`src/sv/lbc_pkg.sv`:
```
package lbc_pkg;

  // Number of cache slots and the width of a slot index.
  localparam int unsigned SLOTS = 16;
  localparam int unsigned SlotW = $clog2(SLOTS);

  // Field widths of the transactions.
  localparam int unsigned FileW      = 16;
  localparam int unsigned BlockW     = 20;
  localparam int unsigned StampW     = 32;
  localparam int unsigned SlotFieldW = 4;

  // Function codes of an input transaction.
  localparam logic FuncLookup = 1'b0;
  localparam logic FuncInval  = 1'b1;

  // Kinds of write-back that the controller broadcasts to the slot cells.
  typedef enum logic [1:0] {
    WR_STAMP,
    WR_FILL,
    WR_CLEAR
  } wr_kind_e;

  // Lookup record that walks along the chain of cells.
  typedef struct packed {
    logic              valid;
    logic [FileW-1:0]  fid;
    logic [BlockW-1:0] blk;
    logic              found;
    logic [SlotW-1:0]  idx;
    logic [SlotW-1:0]  vidx;
    logic [StampW-1:0] vstamp;
  } rec_t;

  // Write-back command, seen by every cell at once.
  typedef struct packed {
    logic              we;
    wr_kind_e          kind;
    logic [SlotW-1:0]  idx;
    logic [FileW-1:0]  fid;
    logic [BlockW-1:0] blk;
    logic [StampW-1:0] stamp;
  } wr_t;

endpackage

```
`src/sv/lbc_cell.sv`:
```
module lbc_cell (
  input  logic                     clk_i,
  input  logic                     rst_ni,
  input  logic [lbc_pkg::SlotW-1:0] idx_i,
  input  lbc_pkg::rec_t            rec_i,
  output lbc_pkg::rec_t            rec_o,
  input  lbc_pkg::wr_t             wr_i
);
  import lbc_pkg::*;

  logic [FileW-1:0]  file_q;
  logic [BlockW-1:0] block_q;
  logic [StampW-1:0] stamp_q;
  rec_t              rec_d;
  logic              valid_q;
  rec_t              pay_q;
  logic              match;

  assign match = (file_q == rec_i.fid) && (block_q == rec_i.blk);

  // A record that already found its slot passes unchanged; otherwise this
  // slot either matches or may become the oldest one seen so far.
  always_comb begin
    rec_d = rec_i;
    if (!rec_i.found) begin
      if (match) begin
        rec_d.found = 1'b1;
        rec_d.idx   = idx_i;
      end else if (stamp_q < rec_i.vstamp) begin
        rec_d.vidx   = idx_i;
        rec_d.vstamp = stamp_q;
      end
    end
  end

  always_ff @(posedge clk_i or negedge rst_ni) begin
    if (!rst_ni) begin
      valid_q <= 1'b0;
    end else begin
      valid_q <= rec_i.valid;
    end
  end

  always_ff @(posedge clk_i) begin
    pay_q <= rec_d;
  end

  always_comb begin
    rec_o       = pay_q;
    rec_o.valid = valid_q;
  end

  // Slot tag and stamp storage.
  always_ff @(posedge clk_i or negedge rst_ni) begin
    if (!rst_ni) begin
      file_q  <= '0;
      block_q <= '0;
      stamp_q <= '0;
    end else if (wr_i.we && (wr_i.idx == idx_i)) begin
      unique case (wr_i.kind)
        WR_STAMP: begin
          stamp_q <= wr_i.stamp;
        end
        WR_FILL: begin
          file_q  <= wr_i.fid;
          block_q <= wr_i.blk;
          stamp_q <= wr_i.stamp;
        end
        WR_CLEAR: begin
          file_q  <= '0;
          stamp_q <= '0;
        end
        default: begin
          stamp_q <= stamp_q;
        end
      endcase
    end
  end

endmodule

```
`src/sv/lru_block_cache_tag_lookup_core.sv`:
```
// Tag and LRU replacement logic of a fully associative block cache with SLOTS
// slots (16 by default). A lookup transaction (func 0) presents a file id and a
// block number and travels down a chain of slot cells, one cell per cycle;
// each cell checks its tag and tracks the oldest stamp seen, lowest index on
// a tie. The result reports the hit slot, or on a miss the replaced slot with
// allocated set; either way the slot takes the next value of a 32-bit stamp
// counter that wraps. An invalidate transaction (func 1) clears the file id and
// stamp of target_slot, keeps its block number, and reports that slot with hit
// and allocated low. After a lookup is accepted, the next transaction waits
// for the walk through the cell chain and the write-back of the result; an
// invalidate goes straight to its write-back. A result that waits on
// out_stall_i holds the block at that point until the result register frees
// up. Only one transaction is in flight.
module lru_block_cache_tag_lookup_core (
  input  logic                          clk_i,
  input  logic                          rst_ni,
  input  logic                          in_valid_i,
  output logic                          in_stall_o,
  input  logic                          func_i,
  input  logic [lbc_pkg::FileW-1:0]      file_id_i,
  input  logic [lbc_pkg::BlockW-1:0]     block_index_i,
  input  logic [lbc_pkg::SlotFieldW-1:0] target_slot_i,
  output logic                          out_valid_o,
  input  logic                          out_stall_i,
  output logic [lbc_pkg::SlotFieldW-1:0] slot_o,
  output logic                          hit_o,
  output logic                          allocated_o
);
  import lbc_pkg::*;

  typedef enum logic [1:0] {
    ST_IDLE,
    ST_SCAN,
    ST_HOLD
  } state_e;

  // Finished transaction waiting for write-back.
  typedef struct packed {
    logic                  inval;
    logic [SlotFieldW-1:0] tgt;
    rec_t                  rec;
  } fin_t;

  state_e                state_q;
  fin_t                  hold_q;
  fin_t                  fin;
  logic [StampW-1:0]     counter_q;
  logic [StampW-1:0]     stamp_next;
  logic                  out_valid_q;
  logic [SlotFieldW-1:0] slot_q;
  logic                  hit_q;
  logic                  alloc_q;
  logic                  accept;
  logic                  out_free;
  logic                  commit;
  logic                  tgt_ok;
  wr_t                   wr;
  rec_t                  chain [SLOTS+1];

  assign in_stall_o = (state_q != ST_IDLE);
  assign accept     = in_valid_i && !in_stall_o;
  assign out_free   = !out_valid_q || !out_stall_i;

  // A lookup enters the first cell on the edge that accepts it. The oldest
  // stamp starts at all ones so that slot zero is the default victim.
  always_comb begin
    chain[0].valid  = accept && (func_i == FuncLookup);
    chain[0].fid    = file_id_i;
    chain[0].blk    = block_index_i;
    chain[0].found  = 1'b0;
    chain[0].idx    = '0;
    chain[0].vidx   = '0;
    chain[0].vstamp = '1;
  end

  for (genvar i = 0; i < SLOTS; i++) begin : g_cell
    lbc_cell u_cell (
      .clk_i  (clk_i),
      .rst_ni (rst_ni),
      .idx_i  (SlotW'(i)),
      .rec_i  (chain[i]),
      .rec_o  (chain[i+1]),
      .wr_i   (wr)
    );
  end

  // The record leaving the last cell is committed directly when the result
  // register is free; otherwise it is parked in the hold register.
  always_comb begin
    if (state_q == ST_SCAN) begin
      fin.inval = 1'b0;
      fin.tgt   = '0;
      fin.rec   = chain[SLOTS];
    end else begin
      fin = hold_q;
    end
  end

  assign commit = out_free &&
                  (((state_q == ST_SCAN) && chain[SLOTS].valid) || (state_q == ST_HOLD));
  assign tgt_ok     = (32'(fin.tgt) < SLOTS);
  assign stamp_next = counter_q + StampW'(1);

  always_comb begin
    wr.we    = commit && (!fin.inval || tgt_ok);
    wr.fid   = fin.rec.fid;
    wr.blk   = fin.rec.blk;
    wr.stamp = stamp_next;
    if (fin.inval) begin
      wr.kind = WR_CLEAR;
      wr.idx  = SlotW'(fin.tgt);
    end else if (fin.rec.found) begin
      wr.kind = WR_STAMP;
      wr.idx  = fin.rec.idx;
    end else begin
      wr.kind = WR_FILL;
      wr.idx  = fin.rec.vidx;
    end
  end

  always_ff @(posedge clk_i or negedge rst_ni) begin
    if (!rst_ni) begin
      state_q     <= ST_IDLE;
      hold_q      <= '0;
      counter_q   <= '0;
      out_valid_q <= 1'b0;
      slot_q      <= '0;
      hit_q       <= 1'b0;
      alloc_q     <= 1'b0;
    end else begin
      if (commit) begin
        out_valid_q <= 1'b1;
        hit_q       <= !fin.inval && fin.rec.found;
        alloc_q     <= !fin.inval && !fin.rec.found;
        if (fin.inval) begin
          slot_q <= fin.tgt;
        end else if (fin.rec.found) begin
          slot_q <= SlotFieldW'(fin.rec.idx);
        end else begin
          slot_q <= SlotFieldW'(fin.rec.vidx);
        end
        if (!fin.inval) begin
          counter_q <= stamp_next;
        end
      end else if (!out_stall_i) begin
        out_valid_q <= 1'b0;
      end

      unique case (state_q)
        ST_IDLE: begin
          if (accept) begin
            if (func_i == FuncInval) begin
              hold_q.inval <= 1'b1;
              hold_q.tgt   <= target_slot_i;
              hold_q.rec   <= '0;
              state_q      <= ST_HOLD;
            end else begin
              state_q <= ST_SCAN;
            end
          end
        end
        ST_SCAN: begin
          if (chain[SLOTS].valid) begin
            if (commit) begin
              state_q <= ST_IDLE;
            end else begin
              hold_q  <= fin;
              state_q <= ST_HOLD;
            end
          end
        end
        ST_HOLD: begin
          if (commit) begin
            state_q <= ST_IDLE;
          end
        end
        default: begin
          state_q <= ST_IDLE;
        end
      endcase
    end
  end

  assign out_valid_o = out_valid_q;
  assign slot_o      = slot_q;
  assign hit_o       = hit_q;
  assign allocated_o = alloc_q;

endmodule

```
`config.mk`:
```
export PLATFORM = sky130hd
export DESIGN_NAME = lru_block_cache_tag_lookup_core
export DESIGN_NICKNAME = d
export VERILOG_FILES = /design/src/sv/lbc_pkg.sv /design/src/sv/lbc_cell.sv /design/src/sv/lru_block_cache_tag_lookup_core.sv
export SDC_FILE = /design/constraint.sdc
export NUM_CORES = 2
export LEC_CHECK = 0
export BUFFER_PORTS_ARGS = -buffer_cell sky130_fd_sc_hd__buf_4
export CAP_MARGIN = 20
export CORE_ASPECT_RATIO = 0.9
export CORE_MARGIN = 2
export CORE_UTILIZATION = 40
export DETAILED_ROUTE_END_ITERATION = 10
export GPL_ROUTABILITY_DRIVEN = 0
export PLACE_DENSITY = 0.65
export RECOVER_POWER = 25
export SYNTH_ARGS = -nofsm -noshare
export SYNTH_HDL_FRONTEND = slang
export SYNTH_SLANG_ARGS = --single-unit
```
`constraint.sdc`:
```
create_clock -name clk_i -period 4.9 [get_ports clk_i]
set_input_delay 0.735 -clock clk_i [delete_from_list [all_inputs] [get_ports clk_i]]
set_output_delay 0.735 -clock clk_i [all_outputs]
set_load 0.03 [all_outputs]
```
== Word level (Yosys, flattened, before mapping) ==
Cells that the tools add are included.

* Register bits after elaboration: 2460
* Bits of input ports: 45
* Output and inout port bits: 8
* Word-level logic and storage cells: 438

* Add/sub/neg operators: 1
* Magnitude comparators: 16
* Equal/unequal tests: 57
* Multiplexer cells: 81
* Bitwise logic cells: 3
* Reduce and logical (&&, ||, !) cells: 105

{| class="wikitable"
|+ Operator list
! kind !! number
|-
| 2-to-1 mux 36 bit || 30
|-
| 2-to-1 mux 40 bit || 15
|-
| < comparator 32 bit || 15
|-
| 2-to-1 mux 83 bit || 5
|-
| == test 20 bit || 16
|-
| == test 16 bit || 16
|-
| one-hot mux 83 bit (2 select lines) || 1
|-
| AND reduction 2 bit || 49
|-
| 2-to-1 mux 5 bit || 17
|-
| one-hot mux 32 bit (2 select lines) || 1
|-
| logical AND 1 bit || 38
|-
| adder 32 x 1 -> 32 bit (second input constant) || 1
|-
| == test 4 bit (second input constant) || 8
|-
| < comparator 32 bit (second input constant) || 1
|-
| one-hot mux 16 bit (2 select lines) || 1
|-
| == test 4 x 3 -> 1 bit (second input constant) || 4
|-
| 2-to-1 mux 2 bit || 5
|-
| == test 4 x 2 -> 1 bit (second input constant) || 2
|-
| 2-to-1 mux 4 bit || 2
|-
| inequality test 2 bit (second input constant) || 4
|-
| nonzero test 2 bit || 4
|-
| 2-to-1 mux 6 bit || 1
|-
| one-hot mux 2 bit (3 select lines) || 1
|-
| logical NOT 1 bit || 5
|-
| 12 further kinds || 21
|}

== Depth between registers and ports, before layout ==
* Depth in word-level cells: 8
* Depth in mapped cells: 12
* Gate-level depth less buffers: 9

== Modules after synthesis ==
From an unflattened synthesis, not the netlist that was laid out.

* Cell total of the unflattened synthesis: 9261
* Area total of the unflattened synthesis: 103300.3 sq um

{| class="wikitable"
|+ By module, submodules not included
! module !! times used !! cells each !! area an instance (sq um)
|-
| lbc_cell at g_cell[0].u_cell ... || 11 || 544 || 6189.7
|-
| lbc_cell at g_cell[5].u_cell ... || 5 || 545 || 6084.6
|-
| lru_block_cache_tag_lookup_core || 1 || 552 || 4790.8
|}

== Worst setup path before layout ==
OpenSTA, ideal clock, no wires.

* Path type: input to register
* Start point: in out_stall_i
* End point: reg g_cell[14].u_cell.stamp_q[27]
* Arrival: 2562 ps
* Data required time: 4772 ps
* Slack: 2211 ps
* Stages on the path: 9
* Cell sequence: nand2_1 a21boi_1 buf_2 nand3_2 buf_6 nor4_2 buf_2 buf_4 mux2_1

* Word-level cells in the longest chain between the ends: 5

{| class="wikitable"
|+ RTL lines
! what !! line !! RTL
|-
| from (decl) || lru_block_cache_tag_lookup_core.sv:24 || <nowiki>input logic out_stall_i,</nowiki>
|-
| logical NOT 1 bit || -- ||
|-
| logical OR 1 bit || lru_block_cache_tag_lookup_core.sv:62 || <nowiki>assign out_free = !out_valid_q || !out_stall_i;</nowiki>
|-
| logical AND 1 bit || lru_block_cache_tag_lookup_core.sv:99 || <nowiki>assign commit = out_free &&</nowiki>
|-
| logical AND 1 bit || lbc_cell.sv:59 || <nowiki>end else if (wr_i.we && (wr_i.idx == idx_i)) begin</nowiki>
|-
| AND reduction 2 bit (no line) || -- ||
|-
| to (signal assigned) || lbc_cell.sv:62 || <nowiki>stamp_q <= wr_i.stamp;</nowiki>
|-
| to (signal assigned) || lbc_cell.sv:67 || <nowiki>stamp_q <= wr_i.stamp;</nowiki>
|-
| to (signal assigned) || lbc_cell.sv:74 || <nowiki>stamp_q <= stamp_q;</nowiki>
|-
| to (decl) || lbc_cell.sv:13 || <nowiki>logic [StampW-1:0] stamp_q;</nowiki>
|}

Every way passes these cells.
A chain may end at the register's enable or synchronous reset.

== Worst setup path in the final report ==
* Start point: reg state_q[0]
* End point: reg g_cell[5].u_cell.file_q[15]

* Word-level cells in the longest chain between the ends: 7
* Elaborated cells on any way between the ends: 15

{| class="wikitable"
|+ RTL lines
! what !! line !! RTL
|-
| from (decl) || lru_block_cache_tag_lookup_core.sv:44 || <nowiki>state_e state_q;</nowiki>
|-
| from (signal assigned) || lru_block_cache_tag_lookup_core.sv:123 || <nowiki>state_q <= ST_IDLE;</nowiki>
|-
| from (signal assigned) || lru_block_cache_tag_lookup_core.sv:156 || <nowiki>state_q <= ST_HOLD;</nowiki>
|-
| from (signal assigned) || lru_block_cache_tag_lookup_core.sv:158 || <nowiki>state_q <= ST_SCAN;</nowiki>
|-
| == test 2 x 1 -> 1 bit || lru_block_cache_tag_lookup_core.sv:90, lru_block_cache_tag_lookup_core.sv:100 ||
|-
| 2-to-1 mux 83 bit || lru_block_cache_tag_lookup_core.sv:90 || <nowiki>if (state_q == ST_SCAN) begin</nowiki>
|-
| 2-to-1 mux 5 bit || lru_block_cache_tag_lookup_core.sv:112 || <nowiki>end else if (fin.rec.found) begin</nowiki>
|-
| 2-to-1 mux 6 bit || lru_block_cache_tag_lookup_core.sv:109 || <nowiki>if (fin.inval) begin</nowiki>
|-
| == test 2 x 1 -> 1 bit (tied with other cells) || lbc_cell.sv:60 || <nowiki>unique case (wr_i.kind)</nowiki>
|-
| nonzero test 2 bit (no line) / logical AND 1 bit (equally long branches) || -- ||
|-
| AND reduction 2 bit (no line) || -- ||
|-
| to (signal assigned) || lbc_cell.sv:65 || <nowiki>file_q <= wr_i.fid;</nowiki>
|-
| to (decl) || lbc_cell.sv:11 || <nowiki>logic [FileW-1:0] file_q;</nowiki>
|}

Several ways; a longest one is shown, not always the timed one.

==> run_results.csv <==
group,metric,value,unit
detailed_routing,firstDrtPassIters,10,
detailed_routing,drt_iter0_drc,4441,
setup_path,arrival,4.94,ns
timing,timing.fmax,238,MHz
timing,drv_slew,132,
setup_path,critPathMaxFanout,45,
detailed_routing,vias_per_cell,5.17,
power,pwr-share-comb,0.272,
power,finalPower,56.9,mW
synthesis,yosys-top-cells-area,"dfrtp_1 (32%), dfxtp_1 (25%), mux2_2 (9.7%)",
synthesis,synth_commonest_cells,"dfrtp_1 (1195), dfxtp_1 (1170), mux2_2 (793), nand2_1 (788), inv_1 (480)",
synthesis,syn_nets,8342,
grt,grt_antenna_before_repair,8,
setup_path,reg2reg_depth,8,
synthesis,syn_area,0.0924,mm²
power,leakage,47.5,nW
clocking,clk_pin_slew,0.07,ns
placed_design,post-dp-hpwl,169,mm
layout,final_area,0.105,mm²
floorplan,dieArea,0.235,mm²
floorplan,fp.dieW,511,µm
detailed_routing,ant_nets,0,
power,p_int,37.8,mW
floorplan,core,0.230,mm²
synthesis,synth_edf_count,0,
clocking,htreeDepth,4,
placed_design,dp_cells,10742,
timing,setup_viol,0,
power,p_sw,19.1,mW
power,power.density,544,mW/mm²
grt,grt.total_usage,0.202,
synthesis,ys_seq_area_frac,0.577,
power,ir_worst_vdd,0.450,mV
clocking,ctsResizeCount,0,
timing,worst_pin_slew,2.59,ns
power,pwr-share-seq,0.420,
synthesis,synth_top_area_frac,0.324,
min_path,hold_path_class,"input pin to flip-flop",
detailed_routing,vias,57884,
min_path,hold-path-cell-count,3,
setup_path,worst_setup_path_start_kind,"flip-flop",
floorplan,start_util,0.402,
layout,final_cells,11195,
clocking,post_cts.repair.setup_buffers,0,
clocking,hold_buffers,37,
power,swShare,0.336,
floorplan,rows,167,
synthesis,synth_top_cell_by_area,"dfrtp_1",
placed_design,place_area,0.0969,mm²
grt,grt_pass1_wl,363,mm
floorplan,fp.dieH,460,µm
timing,relSlewSlack,-0.727,
synthesis,synth.avg_cell_area,11.8,µm²
detailed_routing,post-route-drc-count,0,
layout,drive_above_1_share,0.181,
timing,finalCritPeriodShare,0.858,
clocking,cts_buffers,214,
synthesis,async_flop_share,0.505,
synthesis,yosysMostFrequentCell,"dfrtp_1",
timing,fin_crit,4.20,ns
grt,first_global_vias,58336,
grt,grt_max_degree,151,
run,drv_cap,3,
timing,tns,0,ns
detailed_routing,wirelength,238,mm
setup_path,worst-setup-path-type,"flip-flop to flip-flop",
clocking,cts_sinks,2365,
setup_path,end_kind,"flip-flop",
clocking,clockBufferDepth,3,
synthesis,synth_seq_cells,2365,
timing,finClkSkew,0.0464,ns
clocking,cts-root-buf,"clkbuf_16",
timing,final-hold-violation-count,0,
floorplan,io_pins,53,
layout,area_growth_syn_to_layout,13.1,%
run_status,status,"complete, but fails checks",
placed_design,port-buffer-count,52,
synthesis,ys.flop_type,"dfrtp_1",
timing,grt_setup_unrepaired,"false",
synthesis,synth_cells,7831,
synthesis,yosysWarnings,0,
synthesis,synthDistinctLibCells,78,
clocking,insertion_delay,0.86,ns
detailed_routing,wl_per_cell,21.3,µm
clocking,cts_tree,"done",
layout,nets,8466,
power,clkPwrFrac,0.308,
run_status,violations,"max-capacitance violations, max-slew violations",
setup_path,critPathRequiredTime,5.64,ns
grt,grt.overflow.total,0,
-- worst max-delay path, stage by stage, from the launching register on --
cell,delay (ns)
dfrtp_1,0.51
nand2b_2,0.15
buf_4,0.67
nand2_1,0.13
nand3_1,0.14
o211a_1,0.77
and4_2,0.81
nand2_1,0.52
a22o_1,0.37
-- stage by stage --
stage               utilization  hold WS [ns]  worst slack (ns)
floorplan                     -         0.331              2.21
global placement          0.421         0.335             0.777
detailed placement        0.421         0.336             0.744
CTS                       0.456         0.106             0.715
global route              0.455         0.133             0.419
finish                    0.455         0.156             0.696
-- final timing paths --
path                                      startpoint                            to  slack (ns)
setup reg to reg                          state_q[0]   g_cell[5].u_cell.file_q[15]        0.70
max in group asynchronous                     rst_ni  g_cell[15].u_cell.file_q[14]        0.99
min in group asynchronous                     rst_ni  g_cell[12].u_cell.block_q[6]        1.27
setup / recovery                          state_q[0]   g_cell[5].u_cell.file_q[15]        0.70
hold / removal                      target_slot_i[0]                    hold_q[78]        0.16
hold reg to reg            g_cell[14].u_cell.valid_q     g_cell[15].u_cell.valid_q        0.34
-- placed cells by master, fill, tap and decap left out, drive strengths merged, types with 8 or more instances in the layout --
master and n:
o21ai 377, a21oi 219, xor2 195, a2111oi 22, clkbuf 368, nand4 216
nand2 789, dfxtp 1170, dlygate4sd3 37, o2bb2ai 96, ha 466, or4 11
a211oi 25, and3 9, nor2 212, inv 490, buf 153, clkinv 46
nand2b 47, a31oi 8, mux2 844, nor2b 39, and2 14, bufinv 18
nor3 36, nand3 50, a221oi 9, xnor2 436, a21o 73, a22o 164
nor4 90, dfrtp 1195, or2 83, or3 9, and4 21, a211o 9
clkinvlp 10, a21boi 37
-- sequential cells by signal, summed over array words and instances (netlist names) --
name and flops:
hold_q 50, g_cell.u_cell.stamp_q 512, g_cell.u_cell.file_q 256, allocated_o 1, g_cell.u_cell.rec_o 1170, out_valid_o 1
g_cell.u_cell.block_q 320, counter_q 32, hit_o 1, slot_o 4, g_cell.u_cell.valid_q 16, state_q 2
-- cell type report --
type	count	area (µm²)
clock inverter	84	1160
fill	20653	125000
clock buffer	324	6300
timing repair buffer	234	1880
antenna	6	15.0
sequential	2365	53300
inverter	480	1800
tap	3042	3810
multi-input combinational	4660	36300
-- per-layer routing --
| metal | wire length (µm) | GRT usage | share of wire | vias to the layer above |
|---|---|---|---|---|
| li1 | - | - | - | 27035 |
| met1 | 110000 | 0.288 | 0.46 | 28990 |
| met2 | 106000 | 0.313 | 0.45 | 1507 |
| met3 | 15200 | 0.0355 | 0.064 | 352 |
| met4 | 6590 | 0.0579 | 0.028 | 0 |
| met5 | 0 | 0 | 0 | - |
-- power groups by stage --
| stage | Combinational, mW | Sequential [mW] | Clock (mW) |
|---|---|---|---|
| 5_1_grt | 16.6 | 24.2 | 18.6 |
| 2_1_floorplan | 9.78 | 23.7 | 0 |
| 3_3_place_gp | 15.0 | 24.2 | 0 |
| 3_5_place_dp | 15.4 | 24.2 | 0 |
| 6_report | 15.5 | 23.9 | 17.5 |
| 4_1_cts | 15.5 | 23.9 | 17.8 |
-- cell families after synthesis --
kind of cell               Yosys count  synth area share
DFF                               2365             0.577
and+or+nand+nor                   1639            0.0855
AOI/OAI and AO/OA                 1079            0.0761
muxes                              845             0.103
buffers and inverters              806            0.0356
xor gates and xnor gates           631            0.0598
adders and majority gates          466            0.0631
(Power assumes the default switching activity.)
